$ cat config.mk
export PLATFORM = sky130hd
export DESIGN_NAME = vda_norm_cell
export DESIGN_NICKNAME = d
export VERILOG_FILES = /design/src/rtl/vda_pkg.sv /design/src/rtl/vda_norm_cell.sv
export SDC_FILE = /design/constraint.sdc
export NUM_CORES = 1
export LEC_CHECK = 0
export ABC_AREA = 1
export BUFFER_PORTS_ARGS = -buffer_cell sky130_fd_sc_hd__buf_2
export CAP_MARGIN = 20
export CORE_AREA = 2 2 172 174
export CTS_CLUSTER_DIAMETER = 100
export DETAILED_ROUTE_END_ITERATION = 16
export DIE_AREA = 0 0 174 176
export PLACE_DENSITY = 0.74
export SLEW_MARGIN = 10
export SYNTH_ARGS = -nofsm -noshare
export SYNTH_HDL_FRONTEND = slang
export SYNTH_SLANG_ARGS = --single-unit
$ cat constraint.sdc
create_clock -name clk -period 1.5 [get_ports clk]
set_clock_uncertainty 0.2 [all_clocks]
set_input_delay 0.3 -clock clk [delete_from_list [all_inputs] [get_ports clk]]
set_output_delay 0.3 -clock clk [all_outputs]
set_load 0.01 [all_outputs]
$ cat src/rtl/vda_pkg.sv
`default_nettype none
// ----------------------------------------------------------------------------
// vda_pkg
// Shared widths, pipeline payload types and constants of the draft angle block.
// ----------------------------------------------------------------------------
package vda_pkg;

    // Work width of the dot and cross products before normalization.
    localparam int NW        = 50;
    // Normalized values lie below 2^NORM_BIT.
    localparam int NORM_BIT  = 39;
    // CORDIC x/y width and angle accumulator width.
    localparam int CW        = 43;
    localparam int ZW        = 33;
    localparam int TABLE_LEN = 32;
    // Inverse CORDIC gain in Q20.
    localparam int INV_GAIN  = 636751;
    localparam int GAIN_W    = 21;
    localparam int GAIN_FRAC = 20;
    localparam int DEG90_Q8  = 23040;
    localparam int NORM_CELLS = 11;

    // Normalization cell kinds.
    localparam int MODE_RIGHT_TRY  = 0;
    localparam int MODE_RIGHT_SELF = 1;
    localparam int MODE_LEFT       = 2;

    // Register indexes of the configuration port.
    localparam logic [1:0] REG_DIR_X = 2'd0;
    localparam logic [1:0] REG_DIR_Y = 2'd1;
    localparam logic [1:0] REG_DIR_Z = 2'd2;

    typedef logic signed [NW-1:0] wide_t;
    typedef wide_t [3:0] quad_t;

    typedef struct packed {
        logic        valid;
        logic [15:0] tag;
        logic        degen;
    } side_t;

    typedef struct packed {
        logic signed [CW-1:0] x;
        logic signed [CW-1:0] y;
        logic signed [ZW-1:0] z;
        logic signed [CW-1:0] a0;
        logic signed [CW-1:0] a1;
    } cord_t;

    function automatic logic [NW-1:0] mag_w(input logic [NW-1:0] v);
        return v[NW-1] ? (~v + NW'(1)) : v;
    endfunction

    // Shift amount and kind of each normalization cell, in pipeline order.
    function automatic int norm_shift(input int k);
        case (k)
            0:       return 8;
            1:       return 4;
            2:       return 2;
            3:       return 1;
            4:       return 1;
            5:       return 32;
            6:       return 16;
            7:       return 8;
            8:       return 4;
            9:       return 2;
            default: return 1;
        endcase
    endfunction

    function automatic int norm_mode(input int k);
        if (k < 4)
            return MODE_RIGHT_TRY;
        else if (k == 4)
            return MODE_RIGHT_SELF;
        else
            return MODE_LEFT;
    endfunction

    // atan(2^-i) in degrees with 24 fraction bits.
    function automatic logic [31:0] atan_deg(input int i);
        case (i)
            0:       return 32'd754974720;
            1:       return 32'd445687602;
            2:       return 32'd235489088;
            3:       return 32'd119537938;
            4:       return 32'd60000934;
            5:       return 32'd30029717;
            6:       return 32'd15018523;
            7:       return 32'd7509720;
            8:       return 32'd3754917;
            9:       return 32'd1877466;
            10:      return 32'd938734;
            11:      return 32'd469367;
            12:      return 32'd234684;
            13:      return 32'd117342;
            14:      return 32'd58671;
            15:      return 32'd29335;
            16:      return 32'd14668;
            17:      return 32'd7334;
            18:      return 32'd3667;
            19:      return 32'd1833;
            20:      return 32'd917;
            21:      return 32'd458;
            22:      return 32'd229;
            23:      return 32'd115;
            24:      return 32'd57;
            25:      return 32'd29;
            26:      return 32'd14;
            27:      return 32'd7;
            28:      return 32'd4;
            29:      return 32'd2;
            30:      return 32'd1;
            default: return 32'd0;
        endcase
    endfunction

endpackage
`default_nettype wire

$ cat src/rtl/vda_norm_cell.sv
`default_nettype none
// ----------------------------------------------------------------------------
// vda_norm_cell
// One step of the power-of-two scaling of dot and cross products.
// ----------------------------------------------------------------------------
module vda_norm_cell #(
    parameter int SHIFT = 1,
    parameter int MODE  = 0
) (
    input  wire                  clk,
    input  wire                  rst_n,
    input  wire                  en,
    input  wire vda_pkg::side_t  side_in,
    input  wire vda_pkg::quad_t  vec_in,
    output vda_pkg::side_t       side_out,
    output vda_pkg::quad_t       vec_out
);
    import vda_pkg::*;

    quad_t           shifted;
    quad_t           vec_next;
    logic [NW-1:0]   mag_or;
    logic            take;
    side_t           side_reg;
    quad_t           vec_reg;

    always_comb
    begin
        mag_or = '0;
        for (int k = 0; k < 4; k++)
        begin
            if (MODE == MODE_LEFT)
                shifted[k] = vec_in[k] <<< SHIFT;
            else
                shifted[k] = $signed(vec_in[k]) >>> SHIFT;
            // The trial kind looks at the values as they would be after the shift.
            if (MODE == MODE_RIGHT_TRY)
                mag_or = mag_or | mag_w(shifted[k]);
            else
                mag_or = mag_or | mag_w(vec_in[k]);
        end
        if (MODE == MODE_LEFT)
            take = (mag_or >> (NORM_BIT - SHIFT)) == '0;
        else
            take = (mag_or >> NORM_BIT) != '0;
        vec_next = take ? shifted : vec_in;
    end

    always_ff @(posedge clk or negedge rst_n)
    begin
        if (!rst_n)
            side_reg <= '0;
        else if (en)
            side_reg <= side_in;
    end

    always_ff @(posedge clk)
    begin
        if (en)
            vec_reg <= vec_next;
    end

    assign side_out = side_reg;
    assign vec_out  = vec_reg;

endmodule
`default_nettype wire

# Word-level counts from Yosys, hierarchy flattened
# Cells that the tools add are included.
word_totals:
  register_bits: 218
  latchBits: 0
  ramBits: 0
  romBits: 0
  in_bits: 221
  output_inout_bits: 218
  word_cells: 24
  memories: 0
op_classes:
  add_sub_neg: 4
  mul: 0
  div_mod_pow: 0
  magnitude_cmp: 0
  eq_ne: 0
  shifts: 0
  mux: 5
  bitwise_logic: 7
  n_reduce_logical: 1
op_table:
  columns: ["operator", "count"]
  rows:
  - ["$add A50 B1 Y50 const B", 4]
  - ["$mux W50", 4]
  - ["$not A50 Y50", 4]
  - ["$mux W199", 1]
  - ["$or A50 B50 Y50", 3]
  - ["$reduce_bool A50 Y1", 1]

# Longest topological paths before layout
depth:
  word_depth: 8
  ltp_mapped: 20
  mapped_depth_nobuf: 18

# Worst setup path after synthesis
# Ideal clock, no wire load.
synth_timing:
  path_type: "input to register"
  from: "in vec_in[138] (netlist bit)"
  to: "reg vec_reg, in the netlist vec_out[100] (data pin)"
  setup_ns: 0.252
  arrival_ns: 1.951
  t_required_ns: 1.048
  path_slack_ns: -0.903
  stages: 18
  n_path_buf: 2
  cell_sequence: "nor2_1 -> nand2_1 -> nor2_1 -> nand2_1 -> nor2_2 -> nand2_1 -> nand2_1 -> nand2_1 -> nand2_1 -> nand3_1 -> nor2_1 -> nand3_1 -> nor2_4 -> nand2_2 -> buf_6 -> buf_2 -> nand2_1 -> nand2_1"
synth_lines:
  columns: ["element", "line_no", "rtl"]
  rows:
  - ["start: declaration", "vda_norm_cell.sv:14", "input wire vda_pkg::quad_t vec_in,"]
  - ["end signal: assignment", "vda_norm_cell.sv:60", "vec_reg <= vec_next;"]
  - ["end: declaration", "vda_norm_cell.sv:25", "quad_t vec_reg;"]

==> results by group <==
STA
  – Tmin final: 2.63 ns
  – Worst hold slack: 0.0195 ns
  – Max-slew violation count: 0
  – Max Freq: 381 MHz
  – Worst setup slack after layout: -1.13 ns
  – Hold Vio Cnt, Final: 0
  – Fin crit share: 175%
  – Setup tns final: -175.44 ns
  – Worst Tran Pin Value: 0.411 ns
  – Final setup violation count: 378
  – Rel. slew slack: 72.6%
  – RSZ-0062 raised after global routing: yes

Critical path
  – Register-to-Register Setup Slack: 0.52 ns
  – CP arrival: 2.70 ns
  – CP Buf/Inv Count: 7
  – CP Data Required Time: 1.57 ns
  – Crit Path Max Fanout: 5
  – CP peak stage delay: 0.25 ns
  – FF-to-FF path depth: 1
  – Critical path endpoint category: flop
  – Slowest CP cell: nor2_2
  – Crit-path cells: buf_6, nor2_4, nand2_2, nor2_2, nand2_2, nor2_4, nand2_2, buf_4, buf_6, buf_6, nand3_2, nand2_2, nand3_2, nor2_2, nand2_2, nor2_4, buf_6, clkbuf_16, clkbuf_16, nand3_1, nand2_1
  – Startpoint types: input pin
  – CP Launch Point: vec_in[189]
  – Worst r2r dst: side_out[8]
  – Critical setup path kind: input pin to flop
  – FF-to-FF Start: side_out[8]
  – Worst path top cell family by delay: simple AND/OR/NAND/NOR gates
  – Most frequent CP cell: nand2_2

Synthesis
  – Ranking of synthesized cells by area: edfxtp_1 (50%), nand2_1 (19%), nand3_1 (9.0%)
  – Post-Synthesis Cells: 1550
  – Synth top area share: 49.7%
  – Post-synth cell types: 24
  – Synth Flop Type: edfxtp_1
  – Area of the mapped netlist: 12100 um2
  – Cell taking the most area after synthesis: edfxtp_1
  – Synthesized area per cell: 7.79 um2
  – FF+latch count, synth: 218
  – Seq/Total Area, Yosys: 53.5%
  – Fraction of registers with async set/reset: 8.26%
  – YS warnings: 0
  – Mapped Nets: 1771
  – Top post-synthesis cells by count: nand2_1 (602), nor2_1 (271), nand3_1 (218), edfxtp_1 (200), inv_1 (66)
  – Most frequent cell after synthesis: nand2_1
  – EDFF count, synth: 200

Routing
  – DR WL/cell: 19.8 um
  – Drt pass-1 iters: 6
  – Via count: 15600
  – ANT nets after route: 0
  – Drt total wl: 56.6 mm
  – Vias per cell: 5.45
  – DRC: 0
  – DRT iter0 DRCs: 1428

Finish
  – Post-Layout Cell Count: 2863
  – Post-layout util: 75.9%
  – Layout cell share with drive strength beyond 1: 45.4%
  – Area growth, synth to finish: 79.4%
  – Design area: 21700 um2
  – Nets: 2672

Pwr
  – Power per cell area: 780 nW/um2
  – Leakage: 9.83 nW
  – Peak VDD IR: 0.743 mV

Global routing
  – Gr ovfl total: 0
  – Initial antenna violation count: 12
  – Number of global-route vias before repair: 15000
  – Tot GR Track Use: 32.5%
  – First-pass GRT wire length: 78.4 mm
  – Largest net degree at the start of global routing: 47

Clock network
  – Num CTS Buffers: 24
  – Clk slew on worst S/H paths: 0.08 ns
  – CTS Sinks: 218
  – H-tree Lvls: 1
  – CTS tree: yes
  – Clock Path Buffers: 3
  – Worst-Skew Late Latency: 0.52 ns
  – Root Driver: clkbuf_16

Placed design
  – Area of placed instances: 17000 um2
  – Routability Congestion: 0.901
  – Placed Cells: 2585
  – Post-detail-place hpwl: 33.1 mm
  – Port-buffer cells: 438

Die
  – Die area: 30600 um2
  – Die Ht: 176 um
  – Die Width: 174 um
  – Placeable Area: 28500 um2
  – Io pins: 439
  – Core Rows: 62
  – Initial Util: 42.3%

Outcome
  – Failing checks: setup timing
  – Status: complete, but fails checks

Flow run
  – Max cap viols: 0

Min path
  – Hold path cells: 4
  – Hold endpoint: vec_out[132]
  – Hold_sp: vec_in[133]
  – Worst hold path class: input pin to flop
## layout by cell type, fill, tap and decap left out, types with 2 or more instances in the layout
master / count
nand3_1: 164
clkinvlp_4: 2
buf_12: 15
dlygate4sd3_1: 185
buf_2: 424
nor2_2: 60
dfrtp_1: 18
nand2_4: 27
diode_2: 10
mux2_2: 18
nor2_1: 164
nand3_2: 51
clkbuf_1: 5
clkinv_1: 3
o21ai_2: 2
edfxtp_1: 200
clkbuf_8: 3
and2_1: 4
nand2_2: 74
or2_1: 2
nor3_2: 2
buf_6: 21
nor2_4: 52
buf_4: 296
clkbuf_16: 35
nand2_1: 501
nand3b_1: 11
nand4_1: 18
nor3_1: 6
nand3_4: 3
inv_1: 63
buf_16: 11
clkinv_2: 3
nor3_4: 2
buf_8: 10
inv_2: 3
## metrics by stage
stage	power (mW)	setup slack, ns
CTS	16.5	-0.825
finish	16.9	-1.13
detailed placement	10.2	-1.50
floorplan	8.34	-0.823
global route	17.4	-1.25
global placement	10.1	-1.48
## sequential cells by signal, summed over array words and instances, names as in the netlist
register,cells
side_out,18
vec_out,200
## layout make-up
class                           instances  area [um2]
Inverter                               66         248
Tap cell                              384         480
Antenna cell                           10        25.0
Fill cell                            1800        6890
Multi-Input combinational cell       1169        6230
Sequential cell                       218        6460
Clock inverter                         11        91.3
Timing Repair Buffer                  972        7440
Clock buffer                           33         686
## what timing repair did
item / in CTS / in global routing
gates cloned: 8 / 10
hold buffers: 183 / 2
buffers inserted: 22 / 0
setup endpoints to repair: 378 / 378
pin swaps: 32 / 65
endpoints found under the hold margin: 207 / 2
resized for setup: 179 / 194
## logic make-up after synthesis
| kind of cell | Yosys count | synth area share, % |
|---|---|---|
| XOR/XNOR | 2 | 0.145 |
| buffers and inverters | 163 | 5.46 |
| flip-flops | 218 | 53.5 |
| multiplexers | 18 | 1.68 |
| AO/OA/AOI/OAI | 6 | 0.269 |
| AND/OR/NAND/NOR | 1143 | 39.0 |
## how the worst max path moves through the flow
stage | endpoint | cells after the start | slack [ns]
after floorplan | vec_out[100] | 14 | -0.82
after global placement | vec_out[101] | 18 | -1.48
after detailed placement | vec_out[177] | 18 | -1.50
after CTS | vec_out[182] | 20 | -0.83
after global routing | vec_out[175] | 17 | -1.25
final | vec_out[175] | 21 | -1.13
## metal layers
layer | GRT usage (%) | share of wire, %
met1 | 36.3 | 34
met2 | 58.5 | 48
met3 | 6.91 | 9.8
met4 | 17.2 | 7.8
met5 | 0 | 0.062
## where the power goes
part	switching [mW]	internal (mW)	leakage, nW
clock	2.61	3.38	0.377
sequential	0.167	7.18	2.17
combinational	1.87	1.69	7.29
total	4.65	12.2	9.83
(Power assumes the default switching activity.)
