<file path="config.mk">
export PLATFORM = sky130hd
export DESIGN_NAME = vda_cordic_cell
export DESIGN_NICKNAME = d
export VERILOG_FILES = /design/src/rtl/vda_pkg.sv /design/src/rtl/vda_cordic_cell.sv
export SDC_FILE = /design/constraint.sdc
export NUM_CORES = 1
export LEC_CHECK = 0
export BUFFER_PORTS_ARGS = -buffer_cell sky130_fd_sc_hd__buf_2
export CAP_MARGIN = 20
export CORE_ASPECT_RATIO = 1.75
export CORE_UTILIZATION = 48
export DETAILED_ROUTE_END_ITERATION = 10
export MAX_ROUTING_LAYER = met4
export PLACE_DENSITY = 0.84
export SYNTH_ARGS = -nofsm -noshare
export SYNTH_HDL_FRONTEND = slang
export SYNTH_SLANG_ARGS = --single-unit
</file>
<file path="constraint.sdc">
create_clock -name clk -period 0.8 [get_ports clk]
set_input_delay 0.2 -clock clk [delete_from_list [all_inputs] [get_ports clk]]
set_output_delay 0.2 -clock clk [all_outputs]
set_load 0.005 [all_outputs]
</file>
<file path="src/rtl/vda_pkg.sv">
`default_nettype none
// ----------------------------------------------------------------------------
// vda_pkg
// Shared widths, pipeline payload types and constants of the draft angle block.
// ----------------------------------------------------------------------------
package vda_pkg;

    // Work width of the dot and cross products before normalization.
    localparam int NW        = 50;
    // Normalized values lie below 2^NORM_BIT.
    localparam int NORM_BIT  = 39;
    // CORDIC x/y width and angle accumulator width.
    localparam int CW        = 43;
    localparam int ZW        = 33;
    localparam int TABLE_LEN = 32;
    // Inverse CORDIC gain in Q20.
    localparam int INV_GAIN  = 636751;
    localparam int GAIN_W    = 21;
    localparam int GAIN_FRAC = 20;
    localparam int DEG90_Q8  = 23040;
    localparam int NORM_CELLS = 11;

    // Normalization cell kinds.
    localparam int MODE_RIGHT_TRY  = 0;
    localparam int MODE_RIGHT_SELF = 1;
    localparam int MODE_LEFT       = 2;

    // Register indexes of the configuration port.
    localparam logic [1:0] REG_DIR_X = 2'd0;
    localparam logic [1:0] REG_DIR_Y = 2'd1;
    localparam logic [1:0] REG_DIR_Z = 2'd2;

    typedef logic signed [NW-1:0] wide_t;
    typedef wide_t [3:0] quad_t;

    typedef struct packed {
        logic        valid;
        logic [15:0] tag;
        logic        degen;
    } side_t;

    typedef struct packed {
        logic signed [CW-1:0] x;
        logic signed [CW-1:0] y;
        logic signed [ZW-1:0] z;
        logic signed [CW-1:0] a0;
        logic signed [CW-1:0] a1;
    } cord_t;

    function automatic logic [NW-1:0] mag_w(input logic [NW-1:0] v);
        return v[NW-1] ? (~v + NW'(1)) : v;
    endfunction

    // Shift amount and kind of each normalization cell, in pipeline order.
    function automatic int norm_shift(input int k);
        case (k)
            0:       return 8;
            1:       return 4;
            2:       return 2;
            3:       return 1;
            4:       return 1;
            5:       return 32;
            6:       return 16;
            7:       return 8;
            8:       return 4;
            9:       return 2;
            default: return 1;
        endcase
    endfunction

    function automatic int norm_mode(input int k);
        if (k < 4)
            return MODE_RIGHT_TRY;
        else if (k == 4)
            return MODE_RIGHT_SELF;
        else
            return MODE_LEFT;
    endfunction

    // atan(2^-i) in degrees with 24 fraction bits.
    function automatic logic [31:0] atan_deg(input int i);
        case (i)
            0:       return 32'd754974720;
            1:       return 32'd445687602;
            2:       return 32'd235489088;
            3:       return 32'd119537938;
            4:       return 32'd60000934;
            5:       return 32'd30029717;
            6:       return 32'd15018523;
            7:       return 32'd7509720;
            8:       return 32'd3754917;
            9:       return 32'd1877466;
            10:      return 32'd938734;
            11:      return 32'd469367;
            12:      return 32'd234684;
            13:      return 32'd117342;
            14:      return 32'd58671;
            15:      return 32'd29335;
            16:      return 32'd14668;
            17:      return 32'd7334;
            18:      return 32'd3667;
            19:      return 32'd1833;
            20:      return 32'd917;
            21:      return 32'd458;
            22:      return 32'd229;
            23:      return 32'd115;
            24:      return 32'd57;
            25:      return 32'd29;
            26:      return 32'd14;
            27:      return 32'd7;
            28:      return 32'd4;
            29:      return 32'd2;
            30:      return 32'd1;
            default: return 32'd0;
        endcase
    endfunction

endpackage
`default_nettype wire

</file>
<file path="src/rtl/vda_cordic_cell.sv">
`default_nettype none
// ----------------------------------------------------------------------------
// vda_cordic_cell
// One vectoring iteration of the CORDIC chain, with its angle step.
// ----------------------------------------------------------------------------
module vda_cordic_cell #(
    parameter int STAGE = 0
) (
    input  wire                  clk,
    input  wire                  rst_n,
    input  wire                  en,
    input  wire vda_pkg::side_t  side_in,
    input  wire vda_pkg::cord_t  vec_in,
    output vda_pkg::side_t       side_out,
    output vda_pkg::cord_t       vec_out
);
    import vda_pkg::*;

    localparam logic signed [ZW-1:0] ATAN = ZW'(atan_deg(STAGE));

    logic signed [CW-1:0] dx;
    logic signed [CW-1:0] dy;
    cord_t                vec_next;
    side_t                side_reg;
    cord_t                vec_reg;

    always_comb
    begin
        dx       = vec_in.y >>> STAGE;
        dy       = vec_in.x >>> STAGE;
        vec_next = vec_in;
        if (vec_in.y > 0)
        begin
            vec_next.x = vec_in.x + dx;
            vec_next.y = vec_in.y - dy;
            vec_next.z = vec_in.z + ATAN;
        end
        else
        begin
            vec_next.x = vec_in.x - dx;
            vec_next.y = vec_in.y + dy;
            vec_next.z = vec_in.z - ATAN;
        end
    end

    always_ff @(posedge clk or negedge rst_n)
    begin
        if (!rst_n)
            side_reg <= '0;
        else if (en)
            side_reg <= side_in;
    end

    always_ff @(posedge clk)
    begin
        if (en)
            vec_reg <= vec_next;
    end

    assign side_out = side_reg;
    assign vec_out  = vec_reg;

endmodule
`default_nettype wire

</file>
==> results of run 1 <==
cell families after synthesis:
| group | count (synthesis) | synth area share |
|---|---|---|
| AO/OA/AOI/OAI | 476 | 0.205 |
| AND/OR/NAND/NOR | 321 | 0.107 |
| flip-flops | 222 | 0.435 |
| buffers and inverters | 200 | 0.0535 |
| adder cells (fa/ha/maj) | 145 | 0.122 |
| XOR/XNOR | 90 | 0.0522 |
| multiplexers | 35 | 0.0247 |
synth_stat cells (4+ instances only):
cell type	n	area share
ha_1	141	0.12
o21bai_1	29	0.014
mux2_2	18	0.013
and2_1	4	0.0017
nor3_1	27	0.0089
o21ai_1	6	0.0020
dfrtp_1	18	0.030
o31a_1	4	0.0023
clkbuf_1	29	0.0072
clkinv_1	5	0.0012
nor4_1	21	0.0087
a21oi_1	171	0.057
a211oi_1	13	0.0065
nor2_1	83	0.021
inv_2	4	0.00099
buf_1	7	0.0017
mux2i_1	17	0.011
a2111oi_0	6	0.0035
nand4_1	27	0.011
a2111oi_2	4	0.0040
nand2b_1	14	0.0058
a21o_1	36	0.018
o211ai_1	16	0.0080
buf_4	6	0.0030
nand3_1	15	0.0050
nor2b_1	25	0.010
o31ai_1	14	0.0070
and3_1	4	0.0017
o221ai_1	5	0.0029
o21ai_0	91	0.030
xor2_1	7	0.0041
o22ai_1	4	0.0017
or3_1	5	0.0021
xnor2_1	83	0.048
or2_2	5	0.0021
buf_2	22	0.0073
edfxtp_1	204	0.41
o21a_1	17	0.0085
a31oi_1	8	0.0033
nand2_1	75	0.019
inv_1	126	0.031
fa_1	4	0.0053
per-layer routing:
layer	GRT usage	GRT overflow
met5	-	-
met4	0.686	4
met3	0.489	0
met2	0.887	3
met1	0.638	0
repair_timing:
item,in CTS
setup endpoints to repair,315
hold buffers,129
pin swaps,131
cloned,7
setup buffers,69
hold endpoints to repair,146
resized for setup,371
through the flow:
| stage | hold WS, ps | setup slack (ps) | utilization | std cells |
|---|---|---|---|---|
| 3_3_place_gp | 141 | -2600 | 0.735 | 2815 |
| 2_1_floorplan | -95.6 | -1930 | - | 1489 |
| 4_1_cts | 52.5 | -1680 | 0.877 | 3050 |
| 3_5_place_dp | 162 | -2600 | 0.735 | 2815 |
==> results.tsv, run 1 <==
stage	metric	value	unit
status	stop err	[ERROR GRT-0116] Global routing finished with congestion. Check the congestion regions in the DRC Viewer.	
global_route	vias in the first global route	22300	
synthesis	async set or reset register ratio after synthesis	0.0811	
synthesis	sequential area share after synthesis	0.435	
clock_tree	CTS sink cnt	222	
global_route	global-route wire length before repair	151	mm
placement	global placement routability congestion	1.06	
status	status	aborted with a tool error	
global_route	largest net degree at the start of global routing	48	
placement	post-placement cell area	0.0227	sq mm
floorplan	initial core utilization	0.490	
synthesis	Avg Synthesized Cell Area	10.1	sq um
placement	HPWL after DPL	59.3	mm
synthesis	synth unique cells	86	
floorplan	FP Rows	85	
floorplan	Die Width	136	um
global_route	grt total ovfl	7	
synthesis	Post-synth EDFFs	204	
floorplan	# IOs	449	
clock_tree	H-tree Lvls	1	
synthesis	Post-Syn Area	0.0151	sq mm
synthesis	Post-synth top flop	edfxtp_1	
synthesis	syn_nets	1860	
status	Failed at	global routing (5_1_grt)	
synthesis	warnings from Yosys	0	
synthesis	synthesized flop and latch total	222	
floorplan	Die Y	237	um
clock_tree	CTS Buf Count	22	
global_route	GRT Total Usage	0.688	
clock_tree	CTS max path bufs	3	
clock_tree	root buf cell	clkbuf_16	
synthesis	Synth Instances	1489	
placement	PortBufs	448	
==> inputs of run 2 (changes only) <==
--- a/config.mk
+++ b/config.mk
@@ -7,11 +7,9 @@
 export LEC_CHECK = 0
 export BUFFER_PORTS_ARGS = -buffer_cell sky130_fd_sc_hd__buf_2
 export CAP_MARGIN = 20
-export CORE_ASPECT_RATIO = 1.75
-export CORE_UTILIZATION = 48
+export CORE_UTILIZATION = 40
 export DETAILED_ROUTE_END_ITERATION = 10
-export MAX_ROUTING_LAYER = met4
-export PLACE_DENSITY = 0.84
+export PLACE_DENSITY_LB_ADDON = 0.15
 export SYNTH_ARGS = -nofsm -noshare
 export SYNTH_HDL_FRONTEND = slang
 export SYNTH_SLANG_ARGS = --single-unit
==> constraint.sdc (replaced) <==
create_clock -name clk -period 1.05 [get_ports clk]
set_input_delay 0.2625 -clock clk [delete_from_list [all_inputs] [get_ports clk]]
set_output_delay 0.2625 -clock clk [all_outputs]
set_load 0.005 [all_outputs]
==> run 2 against run 1 <==
  * Synthesized area stayed put
  * Synthesized cell count stayed put
  * The flow now finishes, with violations (setup timing)
==> results.tsv, run 2 <==
stage	metric	value	unit
final_layout	Filler Cells Inserted	2452	
final_layout	Largest register FFs	204	
synthesis	Synth area leaders	edfxtp_1, ha_1, a21oi_1	
drt	Post-DRT Antenna Nets	0	
clock_tree	CTS Buf Count	25	
final_layout	Area Growth Syn to Fin	87.6	%
drt	drt total wl	74.8	mm
worst_setup_path	Crit. End Element	register	
worst_setup_path	kind of critical path	input port to register	
global_route	global-route wire length before repair	106	mm
final_layout	most common cell after layout, fill and taps aside	buf_4	
clock_tree	CTS tree	done	
final_layout	fin nets	3038	
global_route	initial antenna violation count	2	
pwr	P_int	23.0	mW
floorplan	Die Width	196	um
sta	Post-Route Skew	0	ps
floorplan	# IOs	449	
synthesis	synth unique cells	86	
final_layout	most frequent cells in the layout	buf_4, buf_2, edfxtp_1, dlygate4sd3_1, a21oi_1	
sta	Final setup viols	315	
status	failing checks	setup timing	
pwr	VDD IR max	1.30	mV
drt	Initial DRT Pass Iterations	5	
drt	wire per inst	23.4	um
worst_setup_path	Critical Path Sink	vec_out[202]	
placement	PortBufs	448	
status	status	finished with violations	
pwr	Leakage Power	12.6	nW
sta	max-slew violation count	0	
pwr	combinational share of power	0.399	
sta	Min Hold Slack	109	ps
worst_setup_path	startpoint types	input port	
worst_setup_path	worst reg2reg setup slack	130	ps
synthesis	most frequent cells after synthesis	edfxtp_1, a21oi_1, ha_1	
floorplan	FP Rows	70	
clock_tree	CTS max path bufs	3	
hold_path	Worst Hold Class	input port to register	
final_layout	Util after Layout	0.768	
worst_setup_path	reg2reg end	side_out[6]	
synthesis	Yosys top cell area share	0.406	
pwr	switching power total	11.4	mW
clock_tree	CTS sink cnt	222	
synthesis	leading area contributor after synthesis	edfxtp_1	
sta	Final Hold Violating Endpoints	0	
floorplan	die area	0.0385	sq mm
drt	routed via count	17400	
sta	Fmax	0.388	GHz
global_route	largest net degree at the start of global routing	37	
synthesis	Post-synth EDFFs	204	
global_route	grt total ovfl	0	
sta	Tcrit/Tclk final	2.45	
placement	global placement routability congestion	0.991	
floorplan	Die Y	196	um
global_route	GRT Total Usage	0.367	
pwr	PD cells	1210	mW/mm^2
sta	final worst path period need	2570	ps
synthesis	async set or reset register ratio after synthesis	0.0811	
synthesis	Synth Instances	1489	
run	Max Cap Violations	0	
worst_setup_path	CP Max Fanout	3	
pwr	Sw Share	0.332	
sta	Slew headroom	0.511	
drt	number of vias per cell	5.44	
sta	RSZ-0062 raised after global routing	yes	
placement	Post-Place Worst Slack	-2250	ps
pwr	clock share of power	0.269	
drt	initial DRC count	1198	
synthesis	Post-synth top flop	edfxtp_1	
placement	HPWL after DPL	52.5	mm
sta	Worst Tran Pin Value	727	ps
pwr	sequential share of power	0.332	
synthesis	warnings from Yosys	0	
synthesis	syn_nets	1860	
worst_setup_path	RR Startpoint	side_out[6]	
drt	Remaining DRCs	0	
worst_setup_path	critical path launch point	vec_in[120]	
synthesis	synthesized flop and latch total	222	
worst_setup_path	length in cells of the worst reg-to-reg path	2	
synthesis	sequential area share after synthesis	0.435	
synthesis	most frequent cell after synthesis	edfxtp_1	
synthesis	Avg Synthesized Cell Area	10.1	sq um
worst_setup_path	CP Data Arrival Time	2890	ps
clock_tree	clk slew on worst S/H paths	60	ps
sta	Setup WS post-layout	-1520	ps
clock_tree	H-tree Lvls	1	
global_route	vias in the first global route	17500	
clock_tree	clk_lat worst skew	570	ps
worst_setup_path	CP required	1360	ps
floorplan	initial core utilization	0.410	
floorplan	core area	0.0369	sq mm
final_layout	share of cells above drive strength 1	0.573	
synthesis	Post-Syn Area	0.0151	sq mm
sta	setup TNS	-185030	ps
clock_tree	root buf cell	clkbuf_16	
[run 2: metal layers]
metal	vias to the layer above	share of wire	routed length, um	track usage
met3	240	0.075	5640	0.0652
met2	888	0.48	35900	0.622
met5	-	0.00011	8	0
met4	2	0.063	4680	0.191
met1	8423	0.38	28600	0.446
li1	7811	-	-	-
[run 2: critical path: stages]
cell and delay [ps]:
buf_8 90, clkinvlp_4 130, buf_6 150, fa_2 420
nor2_4 160, o311ai_4 130, a21oi_2 240, o211ai_2 150
o211ai_2 250, nand4_1 250, a211oi_4 340, o41ai_2 130
xor2_1 170
[run 2: cell type report]
| cell class | count | area (sq um) | area share |
|---|---|---|---|
| inverters | 135 | 642 | 0.0227 |
| clock buffers | 28 | 637 | 0.0225 |
| diodes | 4 | 10.0 | 0.000353 |
| multi-input cells | 1067 | 10300 | 0.365 |
| well taps | 504 | 631 | 0.0223 |
| flip-flops and latches | 222 | 6580 | 0.232 |
| repair buffers | 1216 | 9310 | 0.329 |
| clock inverters | 18 | 194 | 0.00685 |
[run 2: cell families after synthesis]
group / after synthesis / synth area share
xor gates and xnor gates: 90 / 0.0522
muxes: 35 / 0.0247
DFF: 222 / 0.435
adders and majority gates: 145 / 0.122
buffers and inverters: 200 / 0.0535
AOI/OAI and AO/OA: 476 / 0.205
and+or+nand+nor: 321 / 0.107
[run 2: what timing repair did]
action | 4_1_cts | 5_1_grt
gates resized for setup | 400 | 176
cloned | 3 | 2
endpoints found under the hold margin | 148 | 0
endpoints found under the setup margin | 315 | 315
pin swaps | 186 | 126
hold buffers | 131 | 0
buffers inserted | 85 | 39
[run 2: worst min-delay path by stage]
stage | start | endpoint | slack [ps] | cells past startpoint
final | vec_in[118] | vec_out[118] | 110 | 3
after global routing | vec_in[162] | vec_out[162] | 110 | 3
after CTS | vec_in[118] | vec_out[118] | 90 | 3
after detailed placement | rst_n | side_out[16] | 220 | 1
after global placement | rst_n | side_out[16] | 200 | 1
after floorplan | rst_n | side_out[0] | -30 | 0
[run 2: per-stage QoR]
stage | instances | power [mW] | cell area, sq um
after detailed placement | 2908 | 22.0 | 22600
after global placement | 2908 | 21.9 | 22600
after floorplan | 1489 | 16.1 | 16100
after CTS | 3158 | 33.1 | 27200
final | 3194 | 34.4 | 28300
after global routing | 3191 | 35.5 | 28300
[run 2: power groups by stage]
stage          sequential [mW]  combinational, mW  clock (mW)
2_1_floorplan             11.6               4.53           0
3_3_place_gp              11.5               10.4           0
3_5_place_dp              11.5               10.5           0
4_1_cts                   11.4               12.5        9.18
5_1_grt                   11.5               14.4        9.62
6_report                  11.4               13.7        9.24
(Power assumes the default switching activity.)
