File: config.mk
export PLATFORM = sky130hd
export DESIGN_NAME = vda_gain_cell
export DESIGN_NICKNAME = d
export VERILOG_FILES = /design/src/rtl/vda_pkg.sv /design/src/rtl/vda_gain_cell.sv
export SDC_FILE = /design/constraint.sdc
export NUM_CORES = 1
export LEC_CHECK = 0
export BUFFER_PORTS_ARGS = -buffer_cell sky130_fd_sc_hd__buf_4
export CORE_ASPECT_RATIO = 0.6
export CORE_UTILIZATION = 64
export CTS_BUF_LIST = sky130_fd_sc_hd__clkbuf_8
export CTS_CLUSTER_DIAMETER = 100
export CTS_CLUSTER_SIZE = 20
export DETAILED_ROUTE_END_ITERATION = 12
export PLACE_DENSITY = 0.91
export RECOVER_POWER = 100
export SYNTH_ARGS = -nofsm -noshare
export SYNTH_HDL_FRONTEND = slang
export SYNTH_SLANG_ARGS = --single-unit
File: constraint.sdc
create_clock -name clk -period 2.2 [get_ports clk]
set_input_delay 0.33 -clock clk [delete_from_list [all_inputs] [get_ports clk]]
set_output_delay 0.33 -clock clk [all_outputs]
set_load 0.005 [all_outputs]
File: src/rtl/vda_pkg.sv
`default_nettype none
// ----------------------------------------------------------------------------
// vda_pkg
// Shared widths, pipeline payload types and constants of the draft angle block.
// ----------------------------------------------------------------------------
package vda_pkg;

    // Work width of the dot and cross products before normalization.
    localparam int NW        = 50;
    // Normalized values lie below 2^NORM_BIT.
    localparam int NORM_BIT  = 39;
    // CORDIC x/y width and angle accumulator width.
    localparam int CW        = 43;
    localparam int ZW        = 33;
    localparam int TABLE_LEN = 32;
    // Inverse CORDIC gain in Q20.
    localparam int INV_GAIN  = 636751;
    localparam int GAIN_W    = 21;
    localparam int GAIN_FRAC = 20;
    localparam int DEG90_Q8  = 23040;
    localparam int NORM_CELLS = 11;

    // Normalization cell kinds.
    localparam int MODE_RIGHT_TRY  = 0;
    localparam int MODE_RIGHT_SELF = 1;
    localparam int MODE_LEFT       = 2;

    // Register indexes of the configuration port.
    localparam logic [1:0] REG_DIR_X = 2'd0;
    localparam logic [1:0] REG_DIR_Y = 2'd1;
    localparam logic [1:0] REG_DIR_Z = 2'd2;

    typedef logic signed [NW-1:0] wide_t;
    typedef wide_t [3:0] quad_t;

    typedef struct packed {
        logic        valid;
        logic [15:0] tag;
        logic        degen;
    } side_t;

    typedef struct packed {
        logic signed [CW-1:0] x;
        logic signed [CW-1:0] y;
        logic signed [ZW-1:0] z;
        logic signed [CW-1:0] a0;
        logic signed [CW-1:0] a1;
    } cord_t;

    function automatic logic [NW-1:0] mag_w(input logic [NW-1:0] v);
        return v[NW-1] ? (~v + NW'(1)) : v;
    endfunction

    // Shift amount and kind of each normalization cell, in pipeline order.
    function automatic int norm_shift(input int k);
        case (k)
            0:       return 8;
            1:       return 4;
            2:       return 2;
            3:       return 1;
            4:       return 1;
            5:       return 32;
            6:       return 16;
            7:       return 8;
            8:       return 4;
            9:       return 2;
            default: return 1;
        endcase
    endfunction

    function automatic int norm_mode(input int k);
        if (k < 4)
            return MODE_RIGHT_TRY;
        else if (k == 4)
            return MODE_RIGHT_SELF;
        else
            return MODE_LEFT;
    endfunction

    // atan(2^-i) in degrees with 24 fraction bits.
    function automatic logic [31:0] atan_deg(input int i);
        case (i)
            0:       return 32'd754974720;
            1:       return 32'd445687602;
            2:       return 32'd235489088;
            3:       return 32'd119537938;
            4:       return 32'd60000934;
            5:       return 32'd30029717;
            6:       return 32'd15018523;
            7:       return 32'd7509720;
            8:       return 32'd3754917;
            9:       return 32'd1877466;
            10:      return 32'd938734;
            11:      return 32'd469367;
            12:      return 32'd234684;
            13:      return 32'd117342;
            14:      return 32'd58671;
            15:      return 32'd29335;
            16:      return 32'd14668;
            17:      return 32'd7334;
            18:      return 32'd3667;
            19:      return 32'd1833;
            20:      return 32'd917;
            21:      return 32'd458;
            22:      return 32'd229;
            23:      return 32'd115;
            24:      return 32'd57;
            25:      return 32'd29;
            26:      return 32'd14;
            27:      return 32'd7;
            28:      return 32'd4;
            29:      return 32'd2;
            30:      return 32'd1;
            default: return 32'd0;
        endcase
    endfunction

endpackage
`default_nettype wire

File: src/rtl/vda_gain_cell.sv
`default_nettype none
// ----------------------------------------------------------------------------
// vda_gain_cell
// Removes the CORDIC gain from the vector length with one constant multiply.
// ----------------------------------------------------------------------------
module vda_gain_cell (
    input  wire                  clk,
    input  wire                  rst_n,
    input  wire                  en,
    input  wire vda_pkg::side_t  side_in,
    input  wire vda_pkg::cord_t  vec_in,
    output vda_pkg::side_t       side_out,
    output vda_pkg::cord_t       vec_out
);
    import vda_pkg::*;

    localparam logic signed [GAIN_W-1:0] GAIN = GAIN_W'(INV_GAIN);

    logic signed [CW+GAIN_W-1:0] prod;
    cord_t                       vec_next;
    side_t                       side_reg;
    cord_t                       vec_reg;

    always_comb
    begin
        prod       = vec_in.x * GAIN;
        vec_next   = vec_in;
        vec_next.x = CW'(prod >>> GAIN_FRAC);
    end

    always_ff @(posedge clk or negedge rst_n)
    begin
        if (!rst_n)
            side_reg <= '0;
        else if (en)
            side_reg <= side_in;
    end

    always_ff @(posedge clk)
    begin
        if (en)
            vec_reg <= vec_next;
    end

    assign side_out = side_reg;
    assign vec_out  = vec_reg;

endmodule
`default_nettype wire

==> results.md, run 1 <==
- Post-synthesis adder-cell area fraction: 50.8%
- DP HPWL: 81,000 microns
- Tool Error: [ERROR GRT-0116] Global routing finished with congestion. Check the congestion regions in the DRC Viewer.
- Post-synthesis mux area share: 0.877%
- Simple-gate area share of the yosys netlist: 3.05%
- Post-synth EDFFs: 205
- XOR/XNOR share of the synthesized area: 3.03%
- Clk root buf: clkbuf_8
- CTS Buf Count: 15
- Primary FF master, synth: edfxtp_1
- Synth area leader: fa_1
- Core Rows: 56
- Vias in the first global route: 30,100
- Area contributors post-synth: fa_1, edfxtp_1, ha_1
- PortBufs: 448
- Post-Syn Instances: 2,186
- Syn Nets: 3,174
- Total GRT Usage: 75.2%
- Post-synthesis compound-gate area fraction: 5.85%
- H-tree levels: 1
- First-pass GRT wire length: 214,000 microns
- Status: did not finish
- RD Place Congestion: 1.10
- Clock sinks: 223
- Seq cells post-synth: 223
- Total congestion overflow: 76
- Clock buffer depth: 3
- Largest net degree at the start of global routing: 83
- Chip height: 156 microns
- Asr flop ratio synth: 8.07%
- Initial Util: 65.0%
- Seq/Total Area, Yosys: 26.0%
- Top cell type's share of synthesized area: 35.4%
- Cell with the most instances after synthesis: inv_1
- I/O pins: 449
- Largest family of logic cells by synthesized area: adder cells
- Yosys cell types: 68
- Synth cell count leaders: inv_1, fa_1, ha_1
- Die width: 259 microns
- Halt Stage: global routing
- Yosys warns: 0
- Synthesized cell area: 25,400 sq um
- Synthesized area per cell: 11.6 sq um
-- per-stage QoR --
| step | instance area (sq um) | std cells | setup slack [ns] |
|---|---|---|---|
| global placement | 33200 | 3512 | -4.10 |
| detailed placement | 33200 | 3512 | -4.54 |
| floorplan | 26300 | 2186 | -3.55 |
| CTS | 36500 | 3729 | -3.52 |
-- kinds of logic after synthesis --
| kind of cell | Yosys count |
|---|---|
| adders and majority gates | 762 |
| buffers and inverters | 702 |
| AOI/OAI and AO/OA | 232 |
| DFF | 223 |
| and+or+nand+nor | 159 |
| xor gates and xnor gates | 88 |
| muxes | 20 |
-- metal layers --
layer / global-route usage, % / GRT overflow
met1: 78.9 / 0
met5: 44.8 / 1
met2: 89.6 / 35
met3: 62.0 / 8
met4: 64.6 / 32
-- timing repair --
action,4_1_cts
endpoints found under the hold margin,180
endpoints found under the setup margin,43
pin swaps,138
setup buffers,39
hold buffers,163
resized for setup,248
==> run 2, diff against run 1 <==
CORE_ASPECT_RATIO = unset   (was 0.6)
CORE_UTILIZATION = 40   (was 64)
CTS_BUF_LIST = unset   (was sky130_fd_sc_hd__clkbuf_8)
CTS_CLUSTER_DIAMETER = unset   (was 100)
CTS_CLUSTER_SIZE = unset   (was 20)
PLACE_DENSITY = unset   (was 0.91)
PLACE_DENSITY_LB_ADDON = 0.15   (was unset)
==> results.md, run 2 <==
- Status: complete, but fails checks (was did not finish)
- Violated checks: negative setup slack
- Worst-Margin Slew: 1.06 ns
- I/O pins: 449 (unchanged)
- Seq cells post-synth: 223 (unchanged)
- Largest net degree at the start of global routing: 66
- RSZ-0062 raised after global routing: true
- TritonCTS clock tree: built
- Slew headroom: 29.0%
- Post-synth EDFFs: 205 (unchanged)
- Maximum Capacitance Violations: 0
- Worst setup EP type: register
- Antenna-violating nets left: 0
- Synth area leader: fa_1 (unchanged)
- Skew-Pair Late Insertion Delay: 0.53 ns
- Chip height: 254 microns (was 156 microns)
- Hold Crit Class: primary input to register
- Detailed Route Iter0 Violations: 911
- Initial Util: 40.4% (was 65.0%)
- Total GRT Usage: 25.1%
- Post-Syn Instances: 2,186 (unchanged)
- Final Hold Viols: 0
- Simple-gate area share of the yosys netlist: 3.05% (unchanged)
- Vias in the first global route: 21,200
- Total congestion overflow: 0
- First-pass DRT Iterations: 5
- Largest family of logic cells by synthesized area: adder cells (unchanged)
- Fillers: 5,239
- CTS Buf Count: 23 (was 15)
- Core Rows: 92 (was 56)
- Hold slack: 0.0336 ns
- Synthesized cell area: 25,400 sq um (unchanged)
- Clock sinks: 223 (unchanged)
- Yosys warns: 0 (unchanged)
- Max Slew Vio Count: 0
- First-pass GRT wire length: 122,000 microns
- Final setup margin: -3.47 ns
- Crit share post-route: 258%
- Syn Nets: 3,174 (unchanged)
- Vias after detailed routing: 19,200
- Clock-pin transition on the worst setup and hold timing paths: 0.06 ns
- Synth cell count leaders: inv_1, fa_1, ha_1 (unchanged)
- Worst path required time: 2.47 ns
- DP HPWL: 69,000 microns (was 81,000 microns)
- Clock buffer depth: 3 (unchanged)
- Synthesized area per cell: 11.6 sq um (unchanged)
- Yosys cell types: 68 (unchanged)
- CP startpoint kind: primary input
- Layout cells sized above 1: 33.9%
- Fmax: 176 MHz
- Post-synthesis mux area share: 0.877% (unchanged)
- Final setup fails: 43
- Nets@finish: 4,234
- Initial antenna violation count: 3
- PortBufs: 448 (unchanged)
- Commonest cells after routing, fill and taps aside: inv_1, fa_1, buf_4
- Core footprint: 63,000 sq um
- Top cell type's share of synthesized area: 35.4% (unchanged)
- Worst EP arrival: 5.94 ns
- DRC: 0
- RD Place Congestion: 0.896 (was 1.10)
- XOR/XNOR share of the synthesized area: 3.03% (unchanged)
- Final WL: 80,600 microns
- Seq/Total Area, Yosys: 26.0% (unchanged)
- Reg2Reg Setup Slack: 1.43 ns
- Clk_skew: 0 ns
- Max FFs per register: 205
- Die area: 64,500 sq um
- Cell with the most instances after synthesis: inv_1 (unchanged)
- Final min period: 5.67 ns
- CP Class: primary input to register
- Area Overhead vs Synth: 48.0%
- Clk root buf: clkbuf_16 (was clkbuf_8)
- Vias per cell: 4.66
- Primary FF master, synth: edfxtp_1 (unchanged)
- Asr flop ratio synth: 8.07% (unchanged)
- Area contributors post-synth: fa_1, edfxtp_1, ha_1 (unchanged)
- Largest fanout on the critical path: 4
- Commonest non-fill, non-tap cell in the layout: inv_1
- H-tree levels: 1 (unchanged)
- Post-synthesis adder-cell area fraction: 50.8% (unchanged)
- Die width: 254 microns (was 259 microns)
- Wirelength per Cell: 19.6 microns
- Post-synthesis compound-gate area fraction: 5.85% (unchanged)
[run 2: cell counts after synthesis]
No cell type changed its count.
[run 2: final timing paths]
kind,cells past startpoint,endpoint,from
hold reg to reg,1,side_out[6]$_DFFE_PN0P_,side_out[6]$_DFFE_PN0P_
max in group asynchronous,2,side_out[14]$_DFFE_PN0P_,rst_n
setup / recovery,23,vec_out[204]$_DFFE_PP_,vec_in[178]
min in group asynchronous,2,side_out[3]$_DFFE_PN0P_,rst_n
hold / removal,2,side_out[6]$_DFFE_PN0P_,side_in[6]
setup reg to reg,1,side_out[1]$_DFFE_PN0P_,side_out[1]$_DFFE_PN0P_
[run 2: worst max-delay path, stage by stage]
cell and delay, ns:
buf_12 0.11, buf_12 0.12, ha_4 0.25, inv_2 0.03, fa_1 0.47, fa_1 0.53, inv_2 0.04, fa_1 0.54
fa_1 0.42, fa_1 0.51, inv_2 0.04, fa_1 0.48, inv_2 0.04, ha_4 0.28, nand2_4 0.05, or3_4 0.36
or4_4 0.43, o32ai_4 0.16, a21oi_4 0.13, buf_4 0.16, o21ai_4 0.18, a21boi_2 0.10, xnor2_1 0.15
[run 2: kinds of logic after synthesis]
family                     after synthesis
and+or+nand+nor                        159
adders and majority gates              762
DFF                                    223
muxes                                   20
AOI/OAI and AO/OA                      232
xor gates and xnor gates                88
buffers and inverters                  702
[run 2: repair_timing]
action | 4_1_cts | 5_1_grt
setup buffers | 51 | 16
resized for setup | 253 | 91
hold buffers | 162 | 1
endpoints found under the hold margin | 179 | 1
endpoints found under the setup margin | 43 | 43
pin swaps | 87 | 65
[run 2: routing by layer]
| metal | vias to the layer above | share of wire [%] | track usage, % |
|---|---|---|---|
| met4 | 0 | 3.0 | 7.33 |
| li1 | 8942 | - | - |
| met3 | 94 | 5.3 | 4.02 |
| met1 | 9610 | 42 | 32.7 |
| met2 | 506 | 50 | 43.0 |
| met5 | - | 0 | 0 |
[run 2: final cells by class]
| class | instances | area (sq um) | area share [%] |
|---|---|---|---|
| diodes | 1 | 2.50 | 0.00665 |
| clock buffers | 30 | 612 | 1.63 |
| clock inverters | 12 | 83.8 | 0.223 |
| inverters | 684 | 2570 | 6.84 |
| multi-input cells | 1261 | 18400 | 49.0 |
| flip-flops and latches | 223 | 6610 | 17.6 |
| well taps | 846 | 1060 | 2.81 |
| repair buffers | 1053 | 8240 | 21.9 |
[run 2: through the flow]
step	utilization, %	instances	cell area (sq um)	setup TNS, ns	setup WS (ns)
floorplan	-	2186	26300	-134.35	-3.55
global placement	53.7	3871	33800	-167.42	-4.27
detailed placement	53.7	3871	33800	-168.57	-4.27
CTS	59.8	4100	37700	-137.04	-3.42
global route	59.7	4109	37600	-144.99	-3.58
finish	59.7	4110	37600	-138.64	-3.47
Power of run 2 is left out: the tool's default activity adds up to more than one toggle a clock period on the data nets, which glitch-free logic cannot reach.
==> run 3, diff against run 2 <==
ABC_AREA = 1   (was unset)
SKIP_LAST_GASP = 1   (was unset)
==> results.md, run 3 <==
- Chip height: 263 microns (was 254 microns)
- Asr flop ratio synth: 8.07% (unchanged)
- Total congestion overflow: 0 (unchanged)
- PortBufs: 448 (unchanged)
- DR top layer: met5 (was met4)
- Max FFs per register: 205 (unchanged)
- RSZ-0062 raised after global routing: true (unchanged)
- Cell with the most instances after synthesis: inv_1 (unchanged)
- Worst EP arrival: 5.27 ns (was 5.94 ns)
- Seq cells post-synth: 223 (unchanged)
- Die width: 263 microns (was 254 microns)
- Detailed Route Iter0 Violations: 1,229 (was 911)
- Syn Nets: 3,793 (was 3,174)
- Crit share post-route: 226% (was 258%)
- Most used cell along the critical path: fa_1 (unchanged)
- Maximum Capacitance Violations: 0 (unchanged)
- Total GRT Usage: 27.3% (was 25.1%)
- Worst-Margin Slew: 1.33 ns (was 1.06 ns)
- Fillers: 5,655 (was 5,239)
- Slowest cell on crit path: fa_1 (unchanged)
- Final min period: 4.97 ns (was 5.67 ns)
- CP Buf/Inv Count: 5 (was 7)
- Core Rows: 95 (was 92)
- Status: complete, but fails checks (unchanged)
- Clock buffer depth: 3 (unchanged)
- Antenna-violating nets left: 0 (unchanged)
- Final WL: 93,000 microns (was 80,600 microns)
- Crit path max-delay family: adder cells (unchanged)
- First-pass GRT wire length: 142,000 microns (was 122,000 microns)
- Vias after detailed routing: 21,900 (was 19,200)
- Post-synth EDFFs: 205 (unchanged)
- Violated checks: negative setup slack (unchanged)
- Final setup fails: 43 (unchanged)
- Clk_skew: 0 ns (unchanged)
- Vias per cell: 4.66 (about the same)
- WL met2: 43,100 microns (was 39,900 microns)
- Top cell type's share of synthesized area: 33.1% (was 35.4%)
- Wirelength per Cell: 19.8 microns (was 19.6 microns)
- Slew headroom: 11.1% (was 29.0%)
- Clk root buf: clkbuf_16 (unchanged)
- DP HPWL: 79,200 microns (was 69,000 microns)
- Primary FF master, synth: edfxtp_1 (unchanged)
- Core footprint: 67,200 sq um (was 63,000 sq um)
- CTS Buf Count: 26 (was 23)
- TritonCTS clock tree: built (unchanged)
- Critical path, cell by cell: buf_16 > ha_4 > inv_2 > fa_1 > fa_1 > inv_2 > fa_1 > fa_1 > fa_1 > inv_2 > fa_1 > inv_2 > ha_4 > nand2_4 > nor2_4 > nand2_2 > o21bai_4 > nand3_4 > nand2_1 > nand3_1 > nand2_1 (was buf_12 > buf_12 > ha_4 > inv_2 > fa_1 > fa_1 > inv_2 > fa_1 > fa_1 > fa_1 > inv_2 > fa_1 > inv_2 > ha_4 > nand2_4 > or3_4 > or4_4 > o32ai_4 > a21oi_4 > buf_4 > o21ai_4 > a21boi_2 > xnor2_1)
- Hold Crit Class: primary input to async pin (was primary input to register)
- Initial antenna violation count: 7 (was 3)
- Final Hold Viols: 0 (unchanged)
- Worst setup EP type: register (unchanged)
- Clock-pin transition on the worst setup and hold timing paths: 0.06 ns (about the same)
- Die area: 69,000 sq um (was 64,500 sq um)
- Yosys warns: 0 (unchanged)
- DRC: 0 (unchanged)
- Nets@finish: 4,785 (was 4,234)
- Fmax: 201 MHz (was 176 MHz)
- Seq/Total Area, Yosys: 24.3% (was 26.0%)
- H-tree levels: 1 (unchanged)
- Slowest Stage Delay on Critical Path: 0.55 ns (was 0.54 ns)
- CP startpoint kind: primary input (unchanged)
- Initial Util: 40.5% (was 40.4%)
- Synth area leader: fa_1 (unchanged)
- Skew-Pair Late Insertion Delay: 0.55 ns (was 0.53 ns)
- Worst slack, placed: -3.47 ns (was -4.27 ns)
- Area Overhead vs Synth: 49.5% (was 48.0%)
- Vias in the first global route: 24,000 (was 21,200)
- Post-Syn Instances: 2,805 (was 2,186)
- Max Slew Vio Count: 0 (unchanged)
- Worst path required time: 2.50 ns (was 2.47 ns)
- Final setup margin: -2.77 ns (was -3.47 ns)
- Wl on met1: 43,000 microns (was 34,000 microns)
- First-pass DRT Iterations: 6 (was 5)
- Clock sinks: 223 (unchanged)
- Commonest cells after routing, fill and taps aside: inv_1, fa_1, buf_4 (unchanged)
- Yosys cell types: 29 (was 68)
- I/O pins: 449 (unchanged)
- Area contributors post-synth: fa_1, edfxtp_1, ha_1 (unchanged)
- Commonest non-fill, non-tap cell in the layout: inv_1 (unchanged)
- Synthesized area per cell: 9.69 sq um (was 11.6 sq um)
- Synth cell count leaders: inv_1, nand2_1, fa_1 (was inv_1, fa_1, ha_1)
- Largest net degree at the start of global routing: 47 (was 66)
- Area of the multi-input gates: 20,600 sq um (was 18,400 sq um)
- Largest fanout on the critical path: 7 (was 4)
- Layout cells sized above 1: 36.4% (was 33.9%)
- Register area: 6610 sq um (unchanged)
- Metal3 WL: 5160 microns (was 4270 microns)
- Synthesized cell area: 27,200 sq um (was 25,400 sq um)
- CP Class: primary input to register (unchanged)
- RD Place Congestion: 0.968 (was 0.896)
run 3: cell count changes after synthesis, sizes merged, moves of 7 or more:
cell / change
inv: +248
nand3: +43
nand2: +432
and3: -7
o21a: -8
nor2b: -8
a21o: -21
xnor2: -26
a21oi: -16
nor2: +78
clkbuf: -14
run 3: repair_timing:
item | 4_1_cts | 5_1_grt
endpoints found under the hold margin | 198 | 0
hold buffers | 181 | 0
gates cloned | 2 | 1
endpoints found under the setup margin | 43 | 43
pin swaps | 251 | 252
setup buffers | 28 | 22
resized for setup | 361 | 327
run 3: cell type report:
cell class / instances / area share (%)
sequential: 223 / 16.3
multi-input combinational: 1647 / 50.8
inverter: 932 / 8.67
clock buffer: 34 / 1.70
clock inverter: 14 / 0.277
timing repair buffer: 967 / 19.6
antenna: 5 / 0.0308
tap: 873 / 2.69
run 3: final timing paths:
check                                          from                  endpoint  slack [ns]  cells after the start
setup / recovery                        vec_in[180]    vec_out[202]$_DFFE_PP_       -2.77                     21
hold / removal                                rst_n  side_out[15]$_DFFE_PN0P_        0.50                      2
setup reg to reg            side_out[4]$_DFFE_PN0P_   side_out[4]$_DFFE_PN0P_        1.42                      1
hold reg to reg            side_out[14]$_DFFE_PN0P_  side_out[14]$_DFFE_PN0P_        0.51                      1
max in group asynchronous                     rst_n   side_out[9]$_DFFE_PN0P_        1.06                      2
min in group clk                         vec_in[11]     vec_out[11]$_DFFE_PP_        0.51                      2
run 3: logic make-up (layout without fill, tap and decap cells):
| logic type | count (synthesis) | count (layout) | synth area share (%) |
|---|---|---|---|
| adders and majority gates | 762 | 762 | 47.5 |
| other | 0 | 5 | 0 |
| and+or+nand+nor | 675 | 675 | 9.95 |
| buffers and inverters | 935 | 1947 | 12.9 |
| AOI/OAI and AO/OA | 125 | 125 | 2.42 |
| DFF | 223 | 223 | 24.3 |
| muxes | 18 | 18 | 0.746 |
| xor gates and xnor gates | 67 | 67 | 2.16 |
run 3: per-stage QoR:
stage | util, % | instance area [sq um] | instances | hold WS (ns) | TNS, ns
finish | 60.5 | 40600 | 4695 | 0.501 | -114.52
global route | 60.5 | 40600 | 4691 | 0.496 | -121.00
CTS | 59.3 | 39800 | 4670 | 0.184 | -113.39
detailed placement | 52.9 | 35500 | 4414 | 0.220 | -144.81
global placement | 52.9 | 35500 | 4414 | 0.218 | -143.98
floorplan | - | 28800 | 2805 | 0.0344 | -114.98
run 3: metal layers:
metal  vias to the layer above  global-route usage (%)
li1                      10300                       -
met1                     10900                    38.9
met2                       547                    44.1
met3                       104                    4.47
met4                         2                    5.09
met5                         -                       0
Power of run 3 is left out for the same reason.
==> run 4, diff against run 3 <==
GPL_TIMING_DRIVEN = 0   (was unset)
==> results.md, run 4 (same netlist as run 3, synthesis figures left out) <==
- Final Hold Viols: 0 (unchanged)
- Core Util, Final: 59.1% (was 60.5%)
- Vias in the first global route: 23,200 (was 24,000)
- DRC: 0 (unchanged)
- Slew headroom: 13.4% (was 11.1%)
- Clk root buf: clkbuf_16 (unchanged)
- H-tree levels: 1 (unchanged)
- Core Rows: 95 (unchanged)
- CP Class: primary input to register (unchanged)
- Clock-pin transition on the worst setup and hold timing paths: 0.06 ns (about the same)
- Worst-Margin Slew: 1.30 ns (was 1.33 ns)
- Final WL: 92,300 microns (was 93,000 microns)
- Final setup margin: -2.80 ns (was -2.77 ns)
- CTS Buf Count: 26 (unchanged)
- Violated checks: negative setup slack (unchanged)
- Area post-placement: 33,300 sq um (was 35,500 sq um)
- Worst EP arrival: 5.30 ns (was 5.27 ns)
- Final min period: 5.00 ns (was 4.97 ns)
- Chip height: 263 microns (unchanged)
- Commonest cells after routing, fill and taps aside: inv_1, fa_1, nand2_1 (was inv_1, fa_1, buf_4)
- Clk_skew: 0 ns (unchanged)
- CP startpoint kind: primary input (unchanged)
- Worst slack, placed: -3.98 ns (was -3.47 ns)
- DP HPWL: 77,200 microns (was 79,200 microns)
- Vias after detailed routing: 21,300 (was 21,900)
- Fin area: 39,700 sq um (was 40,600 sq um)
- I/O pins: 449 (unchanged)
- RSZ-0062 raised after global routing: true (unchanged)
- Max FFs per register: 205 (unchanged)
- Clock sinks: 223 (unchanged)
- Detailed Route Iter0 Violations: 1,066 (was 1,229)
- Total GRT Usage: 27.1% (was 27.3%)
- Initial Util: 40.5% (unchanged)
- Area Overhead vs Synth: 46.1% (was 49.5%)
- First-pass DRT Iterations: 5 (was 6)
- PortBufs: 448 (unchanged)
- Fmax: 200 MHz (was 201 MHz)
- Total congestion overflow: 0 (unchanged)
- Layout cells sized above 1: 33.3% (was 36.4%)
- Hold Crit Class: primary input to register (was primary input to async pin)
- Worst path required time: 2.49 ns (was 2.50 ns)
- Critical path, cell by cell: buf_16 > ha_4 > inv_1 > fa_1 > fa_1 > inv_1 > fa_2 > fa_1 > fa_1 > inv_1 > fa_1 > inv_1 > ha_4 > nand2_4 > nor2_4 > nand2_4 > nor4_4 > nand2_1 > nand3_1 > nand2_2 (was buf_16 > ha_4 > inv_2 > fa_1 > fa_1 > inv_2 > fa_1 > fa_1 > fa_1 > inv_2 > fa_1 > inv_2 > ha_4 > nand2_4 > nor2_4 > nand2_2 > o21bai_4 > nand3_4 > nand2_1 > nand3_1 > nand2_1)
- Slowest cell on crit path: fa_2 (was fa_1)
- Crit share post-route: 227% (was 226%)
- Status: complete, but fails checks (unchanged)
- Maximum Capacitance Violations: 0 (unchanged)
- Initial antenna violation count: 10 (was 7)
- Commonest non-fill, non-tap cell in the layout: inv_1 (unchanged)
- Slowest Stage Delay on Critical Path: 0.57 ns (was 0.55 ns)
- Die width: 263 microns (unchanged)
- First-pass GRT wire length: 140,000 microns (was 142,000 microns)
- Final setup fails: 61 (was 43)
- Wirelength per Cell: 20.5 microns (was 19.8 microns)
- TritonCTS clock tree: built (unchanged)
- Worst setup EP type: register (unchanged)
- Skew-Pair Late Insertion Delay: 0.54 ns (was 0.55 ns)
- Clock buffer depth: 3 (unchanged)
- Max Slew Vio Count: 0 (unchanged)
- Largest fanout on the critical path: 6 (was 7)
- Nets@finish: 4,607 (was 4,785)
- RD Place Congestion: 0.937 (was 0.968)
- Vias per cell: 4.72 (was 4.66)
- Most used cell along the critical path: fa_1 (unchanged)
- Antenna-violating nets left: 0 (unchanged)
- Die area: 69,000 sq um (unchanged)
- Core footprint: 67,200 sq um (unchanged)
- Largest net degree at the start of global routing: 127 (was 47)
[run 4: cell types whose count changed in the layout (fill, tap and decap cells not counted), moves of 18 or more]
cell	previous run	this run
nand2_2	124	146
inv_2	148	119
nand2_1	291	273
buf_4	295	137
inv_1	779	802
buf_6	61	26
buf_16	4	25
[run 4: final timing paths]
kind,from,end,slack (ns),cells after the start
max,vec_in[194],vec_out[201]$_DFFE_PP_,-2.80,20
min,side_in[17],side_out[17]$_DFFE_PN0P_,0.03,2
max reg2reg,side_out[4]$_DFFE_PN0P_,side_out[4]$_DFFE_PN0P_,1.42,1
min reg2reg,side_out[13]$_DFFE_PN0P_,side_out[13]$_DFFE_PN0P_,0.51,1
max in group asynchronous,rst_n,side_out[0]$_DFFE_PN0P_,1.02,2
min in group asynchronous,rst_n,side_out[11]$_DFFE_PN0P_,0.53,2
[run 4: through the flow]
| stage | hold WS, ns | setup TNS, ns | std cells |
|---|---|---|---|
| floorplan | 0.0344 | -114.98 | 2805 |
| global placement | 0.220 | -305.99 | 4126 |
| detailed placement | 0.225 | -163.32 | 4127 |
| CTS | 0.000126 | -112.43 | 4459 |
| global route | 0.00906 | -136.35 | 4513 |
| finish | 0.0275 | -126.86 | 4515 |
[run 4: timing repair]
action,4_1_cts,5_1_grt
gates resized for setup,501,237
hold buffers,180,0
gates cloned,1,2
setup buffers,104,50
pin swaps,247,177
endpoints found under the hold margin,197,0
endpoints found under the setup margin,53,53
[run 4: metal layers]
| metal | share of wire (%) | up-vias | GRT usage (%) |
|---|---|---|---|
| met4 | 2.5 | 6 | 6.42 |
| li1 | - | 9932 | - |
| met5 | 0.038 | - | 0 |
| met3 | 5.4 | 123 | 4.97 |
| met1 | 45 | 10700 | 37.3 |
| met2 | 47 | 541 | 44.2 |
[run 4: layout make-up]
type | instances | area (sq um)
fillers | 5729 | 27500
multi-input cells | 1647 | 20800
repair buffers | 786 | 6850
flip-flops and latches | 223 | 6610
inverters | 932 | 3540
well taps | 873 | 1090
clock buffers | 37 | 702
clock inverters | 10 | 105
plain buffers | 3 | 16.3
diodes | 4 | 10.0
[run 4: critical path: cells and delay by family]
family	cells	cell delay (ns)
buffers and inverters	5	0.38
adders and majority gates	8	3.62
and+or+nand+nor	7	0.95
Power of run 4 is left out for the same reason.
